<file path="src/rtl/core/turtle_vector_engine_assert.svh">
// ----------------------------------------------------------------------------
// turtle_vector_engine_assert.svh
// Assertion macros shared by the turtle vector engine RTL.
// ----------------------------------------------------------------------------
`ifndef TURTLE_VECTOR_ENGINE_ASSERT_SVH
`define TURTLE_VECTOR_ENGINE_ASSERT_SVH

// Antecedent implies consequent in the same cycle.
`define TVE_ASSERT_SAME(lbl, clk, rstn, ante, cons, msg) \
  lbl: assert property (@(posedge clk) disable iff (!rstn) (ante) |-> (cons)) else $error(msg);

// Antecedent implies consequent in the next cycle.
`define TVE_ASSERT_NEXT(lbl, clk, rstn, ante, cons, msg) \
  lbl: assert property (@(posedge clk) disable iff (!rstn) (ante) |=> (cons)) else $error(msg);

`endif

</file>
<file path="src/rtl/core/tve_pkg.sv">
// ----------------------------------------------------------------------------
// tve_pkg
// Types, constants and helper functions of the turtle vector engine.
// ----------------------------------------------------------------------------
`timescale 1ns / 1ps
`default_nettype none

package tve_pkg;

  // Command codes
  localparam logic [2:0] CMD_MOVE_DIST = 3'd0;
  localparam logic [2:0] CMD_MOVE_XY   = 3'd1;
  localparam logic [2:0] CMD_MOVE_XYZ  = 3'd2;
  localparam logic [2:0] CMD_TURN      = 3'd3;
  localparam logic [2:0] CMD_TURN_TO   = 3'd4;
  localparam logic [2:0] CMD_PEN       = 3'd5;

  // Heading in 1/128 degree
  localparam logic signed [17:0] FULL_TURN    = 18'sd46080;
  localparam logic signed [17:0] HALF_TURN    = 18'sd23040;
  localparam logic signed [17:0] QUARTER_TURN = 18'sd11520;

  localparam logic signed [33:0] INV_GAIN_Q30 = 34'sd652032874;
  localparam logic signed [31:0] LAST_RESET   = 32'sd655360000;
  localparam logic signed [12:0] PEN_INVISIBLE = -13'sd1;
  localparam logic signed [65:0] ROUND_HALF   = 66'sd536870912;

  localparam int STEP_W = 5;

  // Controller to datapath commands
  typedef struct packed {
    logic              load;
    logic              rot;
    logic              mul;
    logic              sum;
    logic              commit;
    logic [STEP_W-1:0] step;
  } tve_cmd_t;

  // Datapath to controller status
  typedef struct packed {
    logic load_is_dist;
  } tve_stat_t;

  // Arctangent of 2^-i in units of 2^-23 degree
  function automatic logic signed [31:0] atan_at(input logic [STEP_W-1:0] i);
    logic signed [31:0] a;
    case (i)
      5'd0:  a = 32'sd377487360;
      5'd1:  a = 32'sd222843801;
      5'd2:  a = 32'sd117744544;
      5'd3:  a = 32'sd59768969;
      5'd4:  a = 32'sd30000467;
      5'd5:  a = 32'sd15014858;
      5'd6:  a = 32'sd7509261;
      5'd7:  a = 32'sd3754860;
      5'd8:  a = 32'sd1877459;
      5'd9:  a = 32'sd938733;
      5'd10: a = 32'sd469367;
      5'd11: a = 32'sd234683;
      5'd12: a = 32'sd117342;
      5'd13: a = 32'sd58671;
      5'd14: a = 32'sd29335;
      5'd15: a = 32'sd14668;
      5'd16: a = 32'sd7334;
      5'd17: a = 32'sd3667;
      5'd18: a = 32'sd1833;
      5'd19: a = 32'sd917;
      5'd20: a = 32'sd458;
      5'd21: a = 32'sd229;
      5'd22: a = 32'sd115;
      5'd23: a = 32'sd57;
      default: a = 32'sd0;
    endcase
    return a;
  endfunction

  // Clamp a grown sum to the signed 32-bit range
  function automatic logic signed [31:0] sat32(input logic signed [37:0] v);
    logic signed [31:0] r;
    if (v > 38'sd2147483647) begin
      r = 32'sh7FFFFFFF;
    end else if (v < -38'sd2147483648) begin
      r = 32'sh80000000;
    end else begin
      r = 32'(v);
    end
    return r;
  endfunction

endpackage

`default_nettype wire

</file>
<file path="src/rtl/core/tve_ctrl.sv">
// ----------------------------------------------------------------------------
// tve_ctrl
// Command sequencer: accept, rotate, multiply, sum, commit.
// ----------------------------------------------------------------------------
`timescale 1ns / 1ps
`default_nettype none

`include "turtle_vector_engine_assert.svh"

module tve_ctrl import tve_pkg::*; #(
  parameter int CORDIC_STEPS = 16
) (
  input  wire logic      clk,
  input  wire logic      rst_n,
  input  wire logic      in_valid,
  output logic           in_stall,
  output logic           out_valid,
  input  wire logic      out_stall,
  input  wire tve_stat_t stat,
  output tve_cmd_t       ctrl
);

  localparam int CNT_W = $clog2(CORDIC_STEPS);

  localparam logic [2:0] S_IDLE = 3'd0;
  localparam logic [2:0] S_ROT  = 3'd1;
  localparam logic [2:0] S_MUL  = 3'd2;
  localparam logic [2:0] S_SUM  = 3'd3;
  localparam logic [2:0] S_FIN  = 3'd4;

  logic [2:0]       state_r, state_nxt;
  logic [CNT_W-1:0] cnt_r, cnt_nxt;
  logic             out_valid_r, out_valid_nxt;
  logic             out_free, accept, last_step;

  assign in_stall  = (state_r != S_IDLE);
  assign out_valid = out_valid_r;
  assign out_free  = !out_valid_r || !out_stall;
  assign accept    = in_valid && (state_r == S_IDLE);
  assign last_step = (cnt_r == CNT_W'(CORDIC_STEPS - 1));

  // Next state and step count
  always_comb begin
    state_nxt = state_r;
    cnt_nxt   = cnt_r;
    case (state_r)
      S_IDLE: begin
        if (accept) begin
          state_nxt = stat.load_is_dist ? S_ROT : S_FIN;
          cnt_nxt   = '0;
        end
      end
      S_ROT: begin
        cnt_nxt = cnt_r + 1'b1;
        if (last_step) state_nxt = S_MUL;
      end
      S_MUL: state_nxt = S_SUM;
      S_SUM: state_nxt = S_FIN;
      S_FIN: begin
        if (out_free) state_nxt = S_IDLE;
      end
      default: state_nxt = S_IDLE;
    endcase
  end

  // Datapath commands
  always_comb begin
    ctrl.load   = accept;
    ctrl.rot    = (state_r == S_ROT);
    ctrl.mul    = (state_r == S_MUL);
    ctrl.sum    = (state_r == S_SUM);
    ctrl.commit = (state_r == S_FIN) && out_free;
    ctrl.step   = STEP_W'(cnt_r);
  end

  // Hold the result until its transfer
  assign out_valid_nxt = ctrl.commit ? 1'b1 : (out_valid_r && out_stall);

  always_ff @(posedge clk) begin
    if (!rst_n) begin
      state_r     <= S_IDLE;
      cnt_r       <= '0;
      out_valid_r <= 1'b0;
    end else begin
      state_r     <= state_nxt;
      cnt_r       <= cnt_nxt;
      out_valid_r <= out_valid_nxt;
    end
  end

  `TVE_ASSERT_NEXT(a_accept_busy, clk, rst_n, in_valid && !in_stall, state_r != S_IDLE, "idle after accept")
  `TVE_ASSERT_NEXT(a_rot_to_mul, clk, rst_n, (state_r == S_ROT) && last_step, state_r == S_MUL, "rotator overrun")
  `TVE_ASSERT_SAME(a_commit_free, clk, rst_n, ctrl.commit, !out_valid_r || !out_stall, "result overwritten")
  `TVE_ASSERT_NEXT(a_fin_hold, clk, rst_n, (state_r == S_FIN) && out_valid_r && out_stall, state_r == S_FIN, "left commit early")

endmodule

`default_nettype wire

</file>
<file path="config.mk">
export PLATFORM = sky130hd
export DESIGN_NAME = tve_ctrl
export DESIGN_NICKNAME = d
export VERILOG_FILES = /design/src/rtl/core/tve_pkg.sv /design/src/rtl/core/tve_ctrl.sv
export VERILOG_INCLUDE_DIRS = /design/src /design/src/rtl/core
export SDC_FILE = /design/constraint.sdc
export NUM_CORES = 1
export LEC_CHECK = 0
export ABC_AREA = 0
export BUFFER_PORTS_ARGS = -buffer_cell sky130_fd_sc_hd__buf_4
export CORE_AREA = 4 4 41 43
export CTS_CLUSTER_SIZE = 24
export DETAILED_ROUTE_END_ITERATION = 8
export DIE_AREA = 0 0 45 47
export GPL_TIMING_DRIVEN = 0
export PLACE_DENSITY_LB_ADDON = 0.15
export SYNTH_ARGS = -nofsm -noshare
export SYNTH_HDL_FRONTEND = slang
export SYNTH_SLANG_ARGS = --single-unit
</file>
<file path="constraint.sdc">
create_clock -name clk -period 4.1 [get_ports clk]
set_clock_uncertainty 0.15 [all_clocks]
set_input_delay 0.615 -clock clk [delete_from_list [all_inputs] [get_ports clk]]
set_output_delay 0.615 -clock clk [all_outputs]
set_load 0.005 [all_outputs]
</file>
==> results by group <==
Run status
  – Status: finished clean

Floorplanning
  – Core Area: about 0.0013 mm²
  – Ports: 17
  – Die W: about 45 µm
  – Initial Utilization: 35.4%
  – Die Ht: roughly 47 µm
  – Die area: around 0.0021 mm²
  – Row cnt: 13

Global route
  – Initial antenna violation count: 0
  – First-pass GRT wire length: between 1.5 and 2 mm
  – Total grt overflow: 0
  – Total GRT Usage: 12.7%
  – Number of global-route vias before repair: 441
  – Largest net degree at the start of global routing: 11

Drt
  – Router iterations before antenna repair: 3
  – Routed WL per cell: between 10 and 15 µm
  – Via Count: roughly 470
  – Vias/cell: 5.09
  – DRT iter0 DRCs: 6
  – Final ANT Viol Nets: 0
  – Drt total wl: 1.13 mm
  – DRC Markers: 0

Critical path
  – WP data arrival: 1.42 ns
  – Slowest CP cell: dfxtp_1
  – Crit-path max cell delay: 0.35 ns
  – Crit Path Category: reg -> out
  – CP endpoint kind: output port
  – Buf+Inv Stages, Crit Path: 3
  – Delay-heaviest family, CP: buffers and inverters
  – Worst EP required: 3.34 ns
  – CP cell instances: clkbuf_1 -> nor2_1 -> nand2_1 -> nor2_1 -> buf_4 -> buf_4
  – Critical path fanouts, max: 10
  – Crit path launch type: flop

Place
  – IO buf count: 15
  – DP Wirelength: between 800 and 900 µm
  – Routability cong.: 0.714

Power and ir drop
  – Pwr per Cell Area: about 300 mW/mm²
  – Power share of the clock group: 35.0%
  – Comb pwr share: 20.3%
  – Seq pwr share: 44.7%
  – Tot Pwr: 186 µW
  – Int Pwr: roughly 130 µW
  – LEAKAGE: between 0.2 and 0.3 nW
  – Sw Share: 27.7%
  – Worst vdd ir: 0.000146 V
  – NetSw: 51.4 µW

Clock network
  – CTS root buffer: clkbuf_4
  – Post-cts resize count: 0
  – Clk Latency, worst-skew pair: 0.26 ns
  – CTS sink count: 8
  – Clock Path Buffers: 2
  – CTS tree: built
  – CTS Buf Count: 3
  – H-Tree Depth: 1
  – Setup Fix Bufs, Post-CTS: 0
  – Clock transition at path regs: 0.06 ns
  – Hold Buf Count CTS: 0

Yosys
  – Distinct cells, synth: 24
  – #FFs+latches synth: 8
  – Syn_nets: 66
  – Synth Warn #: 0
  – Ys flop type: dfxtp_1
  – Synthesized area: 460 µm²
  – Avg Cell Area, Syn: 7.67 µm²
  – Post-synth EDFFs: 0
  – Async S/R FF share, synth: 0%
  – Post-synthesis sequential area ratio: 34.8%
  – Gate count of the mapped netlist: 60

Timing
  – Max Fclk: approximately 0.46 GHz
  – Final Hold Fails: 0
  – RSZ-0062 raised after global routing: no
  – Setup Total Neg Slack: 0 ns
  – Fin crit share: 53.4%
  – Final Max Tran Viols: 0
  – Final Critical Period: 2.19 ns
  – Setup Viol. Count Final: 0

Layout
  – Area growth from synthesis to layout: 33.4%
  – Final Util: 47.2%
  – Layout cells sized above 1: 30.8%
  – Multi-input logic area: 251 µm²
  – Fin nets: 86
  – FF+latch area: 160 µm²
  – Filler cell count: 142
  – # diodes: 0

Min path
  – Worst hold path class: reg -> reg

Run
  – Max Cap Viol: 0
## state kept, by name, summed over array words and instances, names as in the netlist
| register | cells |
|---|---|
| out_valid | 1 |
| cnt_r | 4 |
| state_r | 3 |
## per-layer routing
layer	vias up	routed length, µm	track usage, %
li1	247	-	-
met1	208	545	15.8
met2	14	482	18.9
met3	4	84	4.60
met4	0	19	7.02
met5	-	0	0
## cells in the mapped netlist (2+ instances only)
library cell	n	area share [%]
a21oi_1	8	8.7
dfxtp_1	8	35
nor2_1	5	4.1
o21ai_0	5	5.4
nand3_1	4	4.3
buf_4	3	4.9
inv_1	3	2.4
nand2_1	3	2.4
nor2b_1	3	4.1
and3_1	2	2.7
nor3_1	2	2.2
nor3b_1	2	3.3
## cells by family (layout without fill, tap and decap cells)
logic type                 Yosys count  count (layout)  synth area share (%)
and+or+nand+nor                     25              25                  30.2
AOI/OAI and AO/OA                   17              17                  20.9
DFF                                  8               8                  34.8
buffers and inverters                8              26                  10.6
other                                1               1                 0.814
adders and majority gates            1               1                  2.72
## cells in the final DEF, fill, tap and decap left out, drive strengths merged, types with 2 or more instances in the layout
| cell | count |
|---|---|
| buf | 19 |
| a21oi | 8 |
| o21ai | 5 |
| nor2 | 5 |
| nand2 | 3 |
| nor2b | 3 |
| nor3b | 2 |
| nand3 | 4 |
| inv | 3 |
| nor3 | 2 |
| dfxtp | 8 |
| and3 | 2 |
| clkbuf | 4 |
## per-stage QoR
stage	instances	setup WS, ns	cell area, µm²	hold slack, ns
floorplan	60	2.43	460	0.343
global placement	90	2.19	592	0.353
detailed placement	90	2.20	592	0.354
CTS	93	1.91	614	0.366
global route	93	1.78	614	0.400
finish	93	1.91	614	0.369
## final timing paths
kind / start / endpoint / slack [ns] / depth (start not counted)
max: state_r[1] / ctrl[9] / 1.91 / 6
min: out_valid / out_valid / 0.37 / 2
max reg2reg: state_r[2] / cnt_r[3] / 2.54 / 4
min reg2reg: out_valid / out_valid / 0.37 / 2
## final cells by class
| class | instances | area share [%] |
|---|---|---|
| tap | 15 | 3.05 |
| sequential | 8 | 26.1 |
| timing repair buffer | 15 | 18.3 |
| inverter | 3 | 1.83 |
| clock buffer | 3 | 3.67 |
| multi-input combinational | 44 | 40.9 |
| buffer | 5 | 6.11 |
## power by group through the flow
stage          Sequential, mW  Combinational (mW)  Clock [mW]
2_1_floorplan          0.0845              0.0219           0
3_3_place_gp           0.0846              0.0375           0
3_5_place_dp           0.0847              0.0377           0
4_1_cts                0.0829              0.0379      0.0659
5_1_grt                0.0834              0.0424      0.0687
6_report               0.0829              0.0377      0.0650
## worst min-delay path, delay by kind of cell (launching register included)
family           cells  cell delay [ns]
AO/OA/AOI/OAI        1             0.06
flip-flops           1             0.32
AND/OR/NAND/NOR      1             0.09
Power figures use the tool's default switching activity.
